$ cat src/sv/sle_pkg.sv
// Package: types, codes and command/status structs for the sorted list engine
`timescale 1ns / 1ps
package sle_pkg;

    typedef enum logic [1:0] {
        OP_INSERT = 2'd0,
        OP_DELETE = 2'd1,
        OP_SEARCH = 2'd2,
        OP_DUMP   = 2'd3
    } op_t;

    typedef enum logic [1:0] {
        ST_DONE      = 2'd0,
        ST_NOT_FOUND = 2'd1,
        ST_FULL      = 2'd2,
        ST_EMPTY     = 2'd3
    } status_t;

    typedef enum logic [1:0] {
        ES_VALUE = 2'd0,
        ES_READ  = 2'd1,
        ES_ZERO  = 2'd2
    } entry_sel_t;

    typedef struct packed {
        logic [1:0]         opcode;
        logic signed [31:0] value;
    } in_t;

    typedef struct packed {
        logic [1:0]         status;
        logic signed [31:0] entry;
        logic               last;
    } out_t;

    typedef struct packed {
        logic       load;
        logic       rd;
        logic       wr_up;
        logic       wr_new;
        logic       wr_down;
        logic       set_found;
        logic       idx_inc;
        logic       cnt_dec;
        logic       emit;
        status_t    emit_status;
        entry_sel_t emit_sel;
        logic       emit_last;
    } cmd_t;

    typedef struct packed {
        logic [1:0] op;
        logic       full;
        logic       cnt_zero;
        logic       idx_zero;
        logic       idx_one;
        logic       last_entry;
        logic       less;
        logic       equal;
        logic       found;
        logic       out_free;
    } stat_t;

endpackage

$ cat src/sv/sle_ctrl.sv
// Controller: sequences insert, delete, search and dump over the datapath
`timescale 1ns / 1ps
module sle_ctrl
(
    input  logic           clk,
    input  logic           rst_n,
    input  logic           in_valid,
    output logic           in_stall,
    input  sle_pkg::stat_t stat,
    output sle_pkg::cmd_t  cmd
);

    typedef enum logic [2:0] {
        S_IDLE,
        S_START,
        S_RD,
        S_CMP,
        S_PLACE,
        S_EMIT
    } state_t;

    state_t               state_reg, state_next;
    sle_pkg::status_t     emit_status_reg, emit_status_next;
    sle_pkg::entry_sel_t  emit_sel_reg, emit_sel_next;
    logic                 emit_last_reg, emit_last_next;

    assign in_stall = (state_reg != S_IDLE);

    always_comb
    begin
        state_next       = state_reg;
        emit_status_next = emit_status_reg;
        emit_sel_next    = emit_sel_reg;
        emit_last_next   = emit_last_reg;
        cmd              = '0;
        cmd.emit_status  = emit_status_reg;
        cmd.emit_sel     = emit_sel_reg;
        cmd.emit_last    = emit_last_reg;
        case (state_reg)
            S_IDLE:
            begin
                if (in_valid)
                begin
                    cmd.load   = 1'b1;
                    state_next = S_START;
                end
            end
            S_START:
            begin
                emit_sel_next  = sle_pkg::ES_VALUE;
                emit_last_next = 1'b1;
                case (stat.op)
                    sle_pkg::OP_INSERT:
                    begin
                        if (stat.full)
                        begin
                            emit_status_next = sle_pkg::ST_FULL;
                            state_next       = S_EMIT;
                        end
                        else if (stat.idx_zero)
                            state_next = S_PLACE;
                        else
                            state_next = S_RD;
                    end
                    sle_pkg::OP_DUMP:
                    begin
                        if (stat.cnt_zero)
                        begin
                            emit_status_next = sle_pkg::ST_EMPTY;
                            emit_sel_next    = sle_pkg::ES_ZERO;
                            state_next       = S_EMIT;
                        end
                        else
                            state_next = S_RD;
                    end
                    default:
                    begin
                        if (stat.cnt_zero)
                        begin
                            emit_status_next = sle_pkg::ST_NOT_FOUND;
                            state_next       = S_EMIT;
                        end
                        else
                            state_next = S_RD;
                    end
                endcase
            end
            S_RD:
            begin
                cmd.rd     = 1'b1;
                state_next = S_CMP;
            end
            S_CMP:
            begin
                case (stat.op)
                    sle_pkg::OP_INSERT:
                    begin
                        if (stat.less)
                        begin
                            cmd.wr_up  = 1'b1;
                            state_next = stat.idx_one ? S_PLACE : S_RD;
                        end
                        else
                            state_next = S_PLACE;
                    end
                    sle_pkg::OP_DELETE:
                    begin
                        cmd.idx_inc = 1'b1;
                        if (stat.found)
                            cmd.wr_down = 1'b1;
                        else if (stat.equal)
                            cmd.set_found = 1'b1;
                        if (stat.last_entry)
                        begin
                            if (stat.found || stat.equal)
                            begin
                                cmd.cnt_dec      = 1'b1;
                                emit_status_next = sle_pkg::ST_DONE;
                            end
                            else
                                emit_status_next = sle_pkg::ST_NOT_FOUND;
                            state_next = S_EMIT;
                        end
                        else
                            state_next = S_RD;
                    end
                    sle_pkg::OP_SEARCH:
                    begin
                        if (stat.equal)
                        begin
                            emit_status_next = sle_pkg::ST_DONE;
                            state_next       = S_EMIT;
                        end
                        else if (stat.last_entry)
                        begin
                            emit_status_next = sle_pkg::ST_NOT_FOUND;
                            state_next       = S_EMIT;
                        end
                        else
                        begin
                            cmd.idx_inc = 1'b1;
                            state_next  = S_RD;
                        end
                    end
                    default:
                    begin
                        emit_status_next = sle_pkg::ST_DONE;
                        emit_sel_next    = sle_pkg::ES_READ;
                        emit_last_next   = stat.last_entry;
                        state_next       = S_EMIT;
                    end
                endcase
            end
            S_PLACE:
            begin
                cmd.wr_new       = 1'b1;
                emit_status_next = sle_pkg::ST_DONE;
                state_next       = S_EMIT;
            end
            S_EMIT:
            begin
                if (stat.out_free)
                begin
                    cmd.emit = 1'b1;
                    if ((stat.op == sle_pkg::OP_DUMP) && !emit_last_reg)
                    begin
                        cmd.idx_inc = 1'b1;
                        state_next  = S_RD;
                    end
                    else
                        state_next = S_IDLE;
                end
            end
            default:
            begin
                state_next = S_IDLE;
            end
        endcase
    end

    always_ff @(posedge clk or negedge rst_n)
    begin
        if (!rst_n)
        begin
            state_reg       <= S_IDLE;
            emit_status_reg <= sle_pkg::ST_DONE;
            emit_sel_reg    <= sle_pkg::ES_VALUE;
            emit_last_reg   <= 1'b0;
        end
        else
        begin
            state_reg       <= state_next;
            emit_status_reg <= emit_status_next;
            emit_sel_reg    <= emit_sel_next;
            emit_last_reg   <= emit_last_next;
        end
    end

endmodule

$ cat src/sv/sle_dp.sv
// Datapath: entry memory, count, scan index, request registers and output register
`timescale 1ns / 1ps
module sle_dp
#(
    parameter int CAPACITY = 16
)
(
    input  logic           clk,
    input  logic           rst_n,
    input  sle_pkg::in_t   in_data,
    output logic           out_valid,
    input  logic           out_stall,
    output sle_pkg::out_t  out_data,
    input  sle_pkg::cmd_t  cmd,
    output sle_pkg::stat_t stat
);

    localparam int CW = $clog2(CAPACITY + 1);
    localparam int AW = $clog2(CAPACITY);

    logic signed [31:0] mem [CAPACITY];

    logic [CW-1:0]      count_reg, count_next;
    logic               out_valid_reg, out_valid_next;
    logic               found_reg, found_next;
    logic [CW-1:0]      idx_reg, idx_next;
    logic [1:0]         op_reg;
    logic signed [31:0] val_reg;
    logic signed [31:0] rd_data_reg;
    sle_pkg::out_t      out_data_reg;

    logic [CW-1:0]      idx_m1;
    logic [AW-1:0]      rd_addr;
    logic               wr_en;
    logic [AW-1:0]      wr_addr;
    logic signed [31:0] wr_data;
    logic signed [31:0] emit_entry;

    assign idx_m1  = idx_reg - CW'(1);
    assign rd_addr = (op_reg == sle_pkg::OP_INSERT) ? idx_m1[AW-1:0] : idx_reg[AW-1:0];

    always_comb
    begin
        wr_en   = cmd.wr_up || cmd.wr_new || cmd.wr_down;
        wr_addr = idx_reg[AW-1:0];
        wr_data = rd_data_reg;
        if (cmd.wr_new)
            wr_data = val_reg;
        if (cmd.wr_down)
            wr_addr = idx_m1[AW-1:0];
    end

    always_comb
    begin
        case (cmd.emit_sel)
            sle_pkg::ES_READ: emit_entry = rd_data_reg;
            sle_pkg::ES_ZERO: emit_entry = '0;
            default:          emit_entry = val_reg;
        endcase
    end

    always_comb
    begin
        count_next = count_reg;
        if (cmd.wr_new)
            count_next = count_reg + CW'(1);
        else if (cmd.cnt_dec)
            count_next = count_reg - CW'(1);

        found_next = found_reg;
        if (cmd.load)
            found_next = 1'b0;
        else if (cmd.set_found)
            found_next = 1'b1;

        idx_next = idx_reg;
        if (cmd.load)
            idx_next = (in_data.opcode == sle_pkg::OP_INSERT) ? count_reg : '0;
        else if (cmd.wr_up)
            idx_next = idx_m1;
        else if (cmd.idx_inc)
            idx_next = idx_reg + CW'(1);

        if (cmd.emit)
            out_valid_next = 1'b1;
        else
            out_valid_next = out_valid_reg && out_stall;
    end

    always_ff @(posedge clk or negedge rst_n)
    begin
        if (!rst_n)
        begin
            count_reg     <= '0;
            out_valid_reg <= 1'b0;
            found_reg     <= 1'b0;
        end
        else
        begin
            count_reg     <= count_next;
            out_valid_reg <= out_valid_next;
            found_reg     <= found_next;
        end
    end

    always_ff @(posedge clk)
    begin
        idx_reg <= idx_next;
        if (cmd.load)
        begin
            op_reg  <= in_data.opcode;
            val_reg <= in_data.value;
        end
        if (cmd.rd)
            rd_data_reg <= mem[rd_addr];
        if (wr_en)
            mem[wr_addr] <= wr_data;
        if (cmd.emit)
        begin
            out_data_reg.status <= cmd.emit_status;
            out_data_reg.entry  <= emit_entry;
            out_data_reg.last   <= cmd.emit_last;
        end
    end

    assign out_valid = out_valid_reg;
    assign out_data  = out_data_reg;

    assign stat.op         = op_reg;
    assign stat.full       = (count_reg == CW'(CAPACITY));
    assign stat.cnt_zero   = (count_reg == '0);
    assign stat.idx_zero   = (idx_reg == '0);
    assign stat.idx_one    = (idx_reg == CW'(1));
    assign stat.last_entry = ((idx_reg + CW'(1)) == count_reg);
    assign stat.less       = (rd_data_reg < val_reg);
    assign stat.equal      = (rd_data_reg == val_reg);
    assign stat.found      = found_reg;
    assign stat.out_free   = !out_valid_reg || !out_stall;

endmodule

$ cat src/sv/sorted_list_engine_top.sv
// Top level: sorted list engine, controller plus datapath
// Usage:
//   in_data carries an opcode (insert, delete, search, dump) and a signed value.
//   A transaction on either channel completes when valid is high and stall is low.
//   in_stall is low only while the engine is idle; one request is worked at a time.
//   Insert, delete and search return one result with last set. Dump returns one
//   result per stored entry, head (largest) to tail, last set on the final one;
//   an empty table gives a single result with status empty and entry zero.
// Scanning, with n the number of stored entries:
//   insert scans from the tail, moving the k smaller entries towards the tail;
//   a full table answers without a scan; delete scans all n entries; search
//   scans up to n entries, stopping at a match; dump takes one scan step per
//   entry. Every scan step is a read state and a compare state because
//   the entry memory has one registered read port.
// Reset clears the entry count and the output valid flag; memory contents are
//   not cleared, and no clearing pass is needed.
// When out_stall is high the result holds in the output register; the engine
//   waits for it only when it has a further result to hand over.
`timescale 1ns / 1ps
module sorted_list_engine_top
#(
    parameter int CAPACITY = 16
)
(
    input  logic          clk,
    input  logic          rst_n,
    input  logic          in_valid,
    output logic          in_stall,
    input  sle_pkg::in_t  in_data,
    output logic          out_valid,
    input  logic          out_stall,
    output sle_pkg::out_t out_data
);

    sle_pkg::cmd_t  cmd;
    sle_pkg::stat_t stat;

    sle_ctrl u_ctrl
    (
        .clk      (clk),
        .rst_n    (rst_n),
        .in_valid (in_valid),
        .in_stall (in_stall),
        .stat     (stat),
        .cmd      (cmd)
    );

    sle_dp #(
        .CAPACITY (CAPACITY)
    ) u_dp
    (
        .clk       (clk),
        .rst_n     (rst_n),
        .in_data   (in_data),
        .out_valid (out_valid),
        .out_stall (out_stall),
        .out_data  (out_data),
        .cmd       (cmd),
        .stat      (stat)
    );

endmodule

$ cat config.mk
export PLATFORM = sky130hd
export DESIGN_NAME = sorted_list_engine_top
export DESIGN_NICKNAME = d
export VERILOG_FILES = /design/src/sv/sle_pkg.sv /design/src/sv/sle_ctrl.sv /design/src/sv/sle_dp.sv /design/src/sv/sorted_list_engine_top.sv
export SDC_FILE = /design/constraint.sdc
export NUM_CORES = 1
export LEC_CHECK = 0
export BUFFER_PORTS_ARGS = -buffer_cell sky130_fd_sc_hd__buf_2
export CAP_MARGIN = 15
export CORE_ASPECT_RATIO = 1.75
export CORE_MARGIN = 4
export CORE_UTILIZATION = 53
export DETAILED_ROUTE_END_ITERATION = 12
export PLACE_DENSITY = 0.72
export SLEW_MARGIN = 0
export SYNTH_ARGS = -nofsm -noshare
export SYNTH_HDL_FRONTEND = slang
export SYNTH_SLANG_ARGS = --single-unit
$ cat constraint.sdc
create_clock -name clk -period 7.2 [get_ports clk]
set_input_delay 1.44 -clock clk [delete_from_list [all_inputs] [get_ports clk]]
set_output_delay 1.44 -clock clk [all_outputs]
set_load 0.02 [all_outputs]
=== After elaboration in Yosys (flattened, before gate mapping) ===
Memory sizes are Yosys's and may differ from the RTL's. A register that Yosys moved wholly into a read port is not among the register bits.
Cells that the tools add are included.

* Add/subtract/negate cells: 4
* $lt $le $gt $ge: 1
* Equality and inequality tests: 23
* Mux-type cells: 68
* Reduce and logical (&&, ||, !) cells: 24

{| class="wikitable"
|+ Operators with widths
! kind !! number
|-
| $pmux W32 S2 || 1
|-
| $eq A32 B32 Y1 || 1
|-
| $lt A32 B32 Y1 || 1
|-
| $mux W32 || 1
|-
| $mux W3 || 10
|-
| $mux W5 || 6
|-
| $mux W1 || 27
|-
| $mux W2 || 12
|-
| $pmux W3 S6 || 1
|-
| $pmux W2 S3 || 2
|-
| $add A5 B1 Y5 const B || 2
|-
| $logic_not A5 Y1 || 2
|-
| $sub A5 B1 Y5 const B || 2
|-
| $pmux W3 S3 || 1
|-
| $reduce_bool A3 Y1 || 3
|-
| $mux W4 || 2
|-
| $ne A2 B2 Y1 const B || 4
|-
| $pmux W2 S2 || 2
|-
| $reduce_and A7 Y1 || 1
|-
| $eq A2 B2 Y1 const B || 3
|-
| $eq A3 B2 Y1 const B || 2
|-
| $eq A3 B3 Y1 const B || 2
|-
| $ne A3 B2 Y1 const B || 2
|-
| $ne A3 B3 Y1 const B || 2
|-
| 15 further kinds || 28
|}

* Flip-flop bits (word level): 89
* Bits in writable memories: 512
* Bits of input ports: 38
* Memories kept: 1

{| class="wikitable"
|+ Memories
! memory !! depth !! width !! rd ports !! clocked after Yosys merged registers in !! write ports !! RTL line !! text
|-
| u_dp.mem || 16 || 32 || 1 || 1 || 1 || sle_dp.sv:21 || <nowiki>logic signed [31:0] mem [CAPACITY];</nowiki>
|}

=== Longest topological paths before layout ===
Gate-level depths: netlist of the first run.

* Depth in word-level cells: 9
* Mapped depth: 11
* Depth with buffers taken out: 10

=== Hierarchy ===
A second synthesis of the first run with hierarchy kept.

* Cell total of the unflattened synthesis: 1,281
* Area, all modules: 25,590.8 µm²

{| class="wikitable"
|+ Modules (own cells, without submodules)
! module !! instances !! cells an instance !! area each (µm²) !! seq. area each (µm²)
|-
| sle_dp || 1 || 1,188 || 24,815.0 || 18,733.0
|-
| sle_ctrl || 1 || 93 || 775.7 || 200.2
|}

=== Worst setup path before layout of the first run ===
Ideal clock, no wire load.

* Path kind: reg2reg
* From: register u_dp.rd_data_reg[15] (read register of u_dp.mem)
* To: memory u_dp.mem[2][0] (enable)
* Setup time: 425 ps
* Data arrival time: 3,667 ps
* Data required time: 6,775 ps
* Path slack: 3,109 ps
* Stages on the path, launching flop included: 10
* Period minus slack after synthesis: 4,091 ps
* Cells stage by stage: edfxtp_1 -> ha_1 -> nand4_1 -> or3_4 -> a211oi_2 -> o31ai_2 -> a211o_1 -> nand3_1 -> a32oi_1 -> nor2b_1

* Word-level cells in the longest chain between the ends: 8

{| class="wikitable"
|+ RTL lines
! what !! RTL line !! text
|-
| start, declared || sle_dp.sv:29 || <nowiki>logic signed [31:0] rd_data_reg;</nowiki>
|-
| $lt A32 B32 Y1 || sle_dp.sv:135 || <nowiki>assign stat.less = (rd_data_reg < val_reg);</nowiki>
|-
| $mux W1 || sle_ctrl.sv:98 || <nowiki>if (stat.less)</nowiki>
|-
| $mux W1 || sle_ctrl.sv:95 || <nowiki>case (stat.op)</nowiki>
|-
| $mux W1 || sle_ctrl.sv:39 || <nowiki>case (state_reg)</nowiki>
|-
| $logic_or A1 B1 Y1 (2 in a row) || sle_dp.sv:44 || <nowiki>wr_en = cmd.wr_up || cmd.wr_new || cmd.wr_down;</nowiki>
|-
| $mux W1 || sle_dp.sv:116 || <nowiki>if (wr_en)</nowiki>
|-
| $mux W1 (implied by the code) || sle_dp.sv:117 || <nowiki>mem[wr_addr] <= wr_data;</nowiki>
|-
| end, declared || sle_dp.sv:21 ||
|}

Every way passes these cells.

=== Worst setup path after layout of the first run ===
* From: register u_dp.rd_data_reg[19] (read register of u_dp.mem)
* To: memory u_dp.mem[2][25] (enable)

The elaborated chain is that of the path after synthesis.

==> results of run 1 <==
-- cell usage after synthesis (3+ instances only) --
library cell / number
nor2b_1: 12
buf_2: 19
o211ai_1: 3
xnor2_1: 9
a31oi_1: 5
clkbuf_1: 36
xor2_1: 7
o21ai_0: 47
o22ai_1: 3
dfrtp_1: 15
nor4_1: 4
buf_4: 3
nor3_1: 6
nand2_1: 61
mux4_2: 160
nand3_1: 17
nand4_1: 9
a21o_1: 6
nor2_1: 34
o21a_1: 3
a21oi_1: 25
and3_1: 5
ha_1: 45
edfxtp_1: 618
inv_1: 48
a22o_1: 31
a211oi_1: 4
mux2_2: 4
-- routing by layer --
metal | routed length, µm | GRT usage
met1 | 21300 | 0.278
met2 | 30000 | 0.390
met3 | 2800 | 0.0263
met4 | 1800 | 0.0689
met5 | 0 | 0
-- power breakdown --
group | total (W) | leakage, nW | internal, W | switching, W
Sequential | 0.00505 | 5.76 | 0.00484 | 0.000205
Clock | 0.00291 | 0.855 | 0.00163 | 0.00129
Combinational | 0.00364 | 2.98 | 0.00160 | 0.00204
-- path summary, 6_finish.rpt --
| kind | start | to | slack (ns) | depth (start not counted) |
|---|---|---|---|---|
| max | u_dp.rd_data_reg[19] | u_dp.mem[2][25] | 2.90 | 9 |
| min | u_ctrl.emit_status_reg[0] | u_dp.out_data[33] | 0.45 | 0 |
| max reg2reg | u_dp.rd_data_reg[19] | u_dp.mem[2][25] | 2.90 | 9 |
| min reg2reg | u_ctrl.emit_status_reg[0] | u_dp.out_data[33] | 0.45 | 0 |
| max in group asynchronous | rst_n | u_dp.count_reg[3] | 6.15 | 1 |
| min in group asynchronous | rst_n | u_ctrl.state_reg[1] | 0.77 | 1 |
-- critical path: cells and delay by family, from the launching register on --
kind,cells,cell delay [ns]
compound gates,4,1.37
fa+ha+maj,1,0.37
simple gates,4,1.70
flops,1,0.43
-- cells by family (layout without fill, tap and decap cells) --
| kind of cell | Yosys count | after routing | share of synthesized area |
|---|---|---|---|
| AOI/OAI and AO/OA | 148 | 148 | 0.0387 |
| and+or+nand+nor | 163 | 163 | 0.0312 |
| adders and majority gates | 46 | 46 | 0.0228 |
| DFF | 633 | 633 | 0.740 |
| muxes | 166 | 166 | 0.143 |
| xor gates and xnor gates | 17 | 17 | 0.00636 |
| buffers and inverters | 109 | 270 | 0.0174 |
-- per-stage QoR --
stage / hold WS [ns] / power [W]
finish: 0.455 / 0.0116
global route: 0.468 / 0.0121
CTS: 0.455 / 0.0117
detailed placement: 0.429 / 0.00877
global placement: 0.435 / 0.00865
floorplan: 0.419 / 0.00764
-- layout make-up --
type / instances / area [µm²]
multi-input combinational: 540 / 6390
inverter: 49 / 184
timing repair buffer: 124 / 848
fill: 3320 / 18900
clock buffer: 58 / 1370
sequential: 633 / 18900
tap: 594 / 743
clock inverter: 39 / 392
==> impl_metrics.json, run 1 <==
{
  "outcome": "finished clean",
  "cts-root-buf": "clkbuf_16",
  "cts_made_buffers": 52,
  "cts_tree": "yes",
  "crit_type": "flip-flop to flip-flop",
  "n_antenna_cell": 0,
  "cp_data_arrival_time_ns": 4.49,
  "drcViolationCount": 0,
  "h-tree-depth": 2,
  "area_growth_pct": 12.8,
  "cp-end-kind": "flip-flop",
  "vias_per_cell": 6.26,
  "finalCoreUtilization": 0.604,
  "ys_seq_elements": 633,
  "drt_iter0_drc": 1022,
  "fin_worst_skew_ns": 0.0208,
  "clock_path_buffers": 3,
  "wirelength_um": 55900,
  "fin_crit_sh": 0.597,
  "routabilityCongestion": 0.826,
  "antenna_found_initial": 1,
  "initial_core_util": 0.536,
  "maxCapViolCount": 0,
  "worst_pin_slew_ns": 1.21,
  "die_w_um": 174,
  "ys_warn_count": 0,
  "worst_ep_required_time_ns": 7.39,
  "hold_buffers": 0,
  "grt_max_degree": 129,
  "setup_ws_ns": 2.90,
  "dieArea_um2": 52000,
  "ys.flop_type": "edfxtp_1",
  "synthCells": 1282,
  "synth_area_leaders": "edfxtp_1 (73%), mux4_2 (14%), ha_1 (2.2%)",
  "ant_nets": 0,
  "setup_viol": 0,
  "dp_hpwl_um": 32500,
  "core_um2": 47700,
  "p_leak_nw": 9.60,
  "critPathMaxFanout": 32,
  "final_cell_mix": "edfxtp_1 (618), mux4_2 (160), buf_2 (76)",
  "synth_async_sr_flop_share": 0.0237,
  "wl_per_cell_um": 27.5,
  "die_y_um": 299,
  "synth_area_leader_cell": "edfxtp_1",
  "synth-seq-area-share": 0.740,
  "max_freq_mhz": 233,
  "fin_setup_tns_ns": 0,
  "final_common_cell": "edfxtp_1",
  "synth-edff-count": 618,
  "critical_path.max_stage_delay_ns": 1.03,
  "grt_usage": 0.217,
  "grt_overflow": 0,
  "firstDrtPassIters": 5,
  "grt_pass1_wl_um": 84800,
  "syn_area_per_cell_um2": 20.0,
  "critical-path-slowest-cell": "nor2b_4",
  "place_inst": 1931,
  "clk_pin_slew_ns": 0.07,
  "port_buffers": 74,
  "hold_violations": 0,
  "drive_gt1_frac": 0.279,
  "clkLatencyLatePin_ns": 0.59,
  "drv_slew": 0,
  "synth_cell_type_count": 62,
  "synth_area_um2": 25600,
  "instances_no_fill": 2037,
  "ioPinCount": 75,
  "cts_resized": 0,
  "critPathLaunchType": "flip-flop",
  "nets": 1484,
  "peakVddDrop_mv": 0.334,
  "fin_crit_ns": 4.30,
  "power_density_nw_per_um2": 402,
  "synth_nets": 1366,
  "largest_reg_flops": 512,
  "crit_path_cell_trace": "ha_1, a21oi_1, o21ai_0, a2111oi_0, or3b_2, nand4_1, nand3_1, a32oi_1, nor2b_4",
  "stdcell_area_um2": 28900,
  "cts_setup_buffers": 0,
  "rows": 106,
  "relSlewSlack": 0.192,
  "place_area_um2": 27000,
  "first_global_vias": 13400,
  "rsz0062_at_grt": "false",
  "pre_cts_slack_ns": 2.89,
  "hold_class": "flip-flop to flip-flop",
  "synth_top_area_share": 0.725,
  "clock-sinks": 633,
  "vias": 12800
}
Power figures use the tool's default switching activity.
==> run 2, diff against run 1 <==
--- a/config.mk
+++ b/config.mk
@@ -11,7 +11,7 @@
 export CORE_MARGIN = 4
 export CORE_UTILIZATION = 53
 export DETAILED_ROUTE_END_ITERATION = 12
-export PLACE_DENSITY = 0.72
+export PLACE_DENSITY = 0.74
 export SLEW_MARGIN = 0
 export SYNTH_ARGS = -nofsm -noshare
 export SYNTH_HDL_FRONTEND = slang
==> constraint.sdc (replaced) <==
create_clock -name clk -period 3.75 [get_ports clk]
set_input_delay 0.75 -clock clk [delete_from_list [all_inputs] [get_ports clk]]
set_output_delay 0.75 -clock clk [all_outputs]
set_load 0.02 [all_outputs]
==> run 2 against run 1 <==
  * Utilization is 0.81 points higher
  * Highest routed layer is now met5
  * Register-to-register slack lost 2.6 ns
  * Critical endpoint is now u_dp.mem[12][8]
  * Clock power is 87% higher
  * Largest power group unchanged
  * Cell area increased by 1.3%
  * Count of clock-buffer cells in the layout increased by 2
==> impl_metrics.json, run 2 (synthesis gave the netlist of run 1 again) <==
{
  "outcome": "finished clean",
  "dieArea_um2": 52000,
  "initial_core_util": 0.536,
  "p_leak_nw": 9.80,
  "clkLatencyLatePin_ns": 0.59,
  "vias_per_cell": 6.32,
  "first_global_vias": 13100,
  "fin_worst_skew_ns": 0.0210,
  "setup_viol": 0,
  "clock_path_buffers": 3,
  "place_area_um2": 27500,
  "ant_nets": 0,
  "port_buffers": 74,
  "clock-sinks": 633,
  "drive_gt1_frac": 0.294,
  "peakVddDrop_mv": 0.428,
  "vias": 13100,
  "cts-root-buf": "clkbuf_16",
  "worst_ep_required_time_ns": 4.03,
  "grt_usage": 0.222,
  "relSlewSlack": 0.247,
  "rows": 106,
  "r2r_start": "u_dp.rd_data_reg[15]",
  "maxCapViolCount": 0,
  "final_common_cell": "edfxtp_1",
  "grt_overflow": 0,
  "final_cell_mix": "edfxtp_1 (618), mux4_2 (160), buf_2 (74)",
  "grt_max_degree": 58,
  "cp_data_arrival_time_ns": 3.73,
  "cp-startpoint": "u_dp.rd_data_reg[15]",
  "whs_ns": 0.0747,
  "drv_slew": 0,
  "area_growth_pct": 14.3,
  "die_y_um": 299,
  "cts_tree": "yes",
  "wl_per_cell_um": 27.8,
  "core_um2": 47700,
  "nets": 1518,
  "die_w_um": 174,
  "h-tree-depth": 2,
  "cp-end-kind": "flip-flop",
  "worst_pin_slew_ns": 1.12,
  "crit_type": "flip-flop to flip-flop",
  "firstDrtPassIters": 8,
  "cts_resized": 0,
  "rsz0062_at_grt": "false",
  "ioPinCount": 75,
  "critPathLaunchType": "flip-flop",
  "grt_pass1_wl_um": 86100,
  "fin_crit_ns": 3.45,
  "antenna_found_initial": 2,
  "stdcell_area_um2": 29200,
  "rrSetupSlack_ns": 0.30,
  "r2r-end": "u_dp.mem[12][8]",
  "drcViolationCount": 0,
  "n_antenna_cell": 0,
  "cts_setup_buffers": 0,
  "critPathMaxFanout": 12,
  "dp_hpwl_um": 37400,
  "power_density_nw_per_um2": 778,
  "hold_class": "input pin to asynchronous set/reset pin",
  "reg2reg_depth": 11,
  "wirelength_um": 57400,
  "max_freq_mhz": 290,
  "hold_buffers": 0,
  "clk_pin_slew_ns": 0.06,
  "routabilityCongestion": 0.839,
  "cts_made_buffers": 53,
  "fin_crit_sh": 0.920,
  "largest_reg_flops": 512,
  "drt_iter0_drc": 1216,
  "hold_violations": 0,
  "nFillCells": 3201,
  "power_w": 0.0228
}
run 2: cell count changes in the layout (fill, tap and decap cells not counted), sizes merged:
cell / previous run / this run
inv: 49 / 50
clkbuf: 58 / 60
clkinvlp: 4 / 2
buf: 124 / 157
bufinv: 7 / 5
run 2: critical path: stages (launching register included):
cell and delay [ns]:
edfxtp_1 0.42, ha_1 0.35, nand4_1 0.20, or3_4 0.47
o22ai_1 0.23, o31ai_2 0.17, a211o_1 0.37, nand3_1 0.18
a31oi_1 0.15, buf_4 0.21, nor2_4 0.15, buf_4 0.24
run 2: report_power, final:
part | internal (W) | switching, W | leakage (nW)
Clock | 0.00299 | 0.00244 | 0.842
Combinational | 0.00330 | 0.00436 | 3.20
Sequential | 0.00930 | 0.000370 | 5.76
run 2: worst max path at each step:
stage | end | slack (ns) | cells past startpoint
after floorplan | u_dp.mem[6][0] | -0.28 | 9
after global placement | u_dp.mem[6][18] | 0.42 | 11
after detailed placement | u_dp.mem[6][30] | 0.37 | 11
after CTS | u_dp.mem[6][2] | 0.33 | 11
after global routing | u_dp.mem[6][2] | 0.20 | 11
final | u_dp.mem[12][8] | 0.30 | 11
run 2: metrics by stage:
stage	utilization	TNS, ns	std cells	setup slack, ns
after CTS	0.612	0	2064	0.332
final	0.612	0	2069	0.298
after global placement	0.576	0	1968	0.422
after floorplan	-	-87.35	1282	-0.283
after detailed placement	0.576	0	1968	0.371
after global routing	0.612	0	2069	0.203
run 2: final cells by class:
| cell class | count | area (µm²) | share of cell area |
|---|---|---|---|
| clock buffer | 60 | 1370 | 0.0470 |
| clock inverter | 36 | 334 | 0.0114 |
| inverter | 49 | 184 | 0.00629 |
| multi-input combinational | 540 | 6390 | 0.219 |
| sequential | 633 | 18900 | 0.647 |
| tap | 594 | 743 | 0.0254 |
| timing repair buffer | 157 | 1280 | 0.0439 |
run 2: routing by layer:
metal  GRT usage  wire length (µm)  vias to the layer above
met5           0                13                        -
met4      0.0685              1710                        2
met3      0.0394              4470                       98
met2       0.363             28800                      621
met1       0.310             22400                     6794
li1            -                 -                     5562
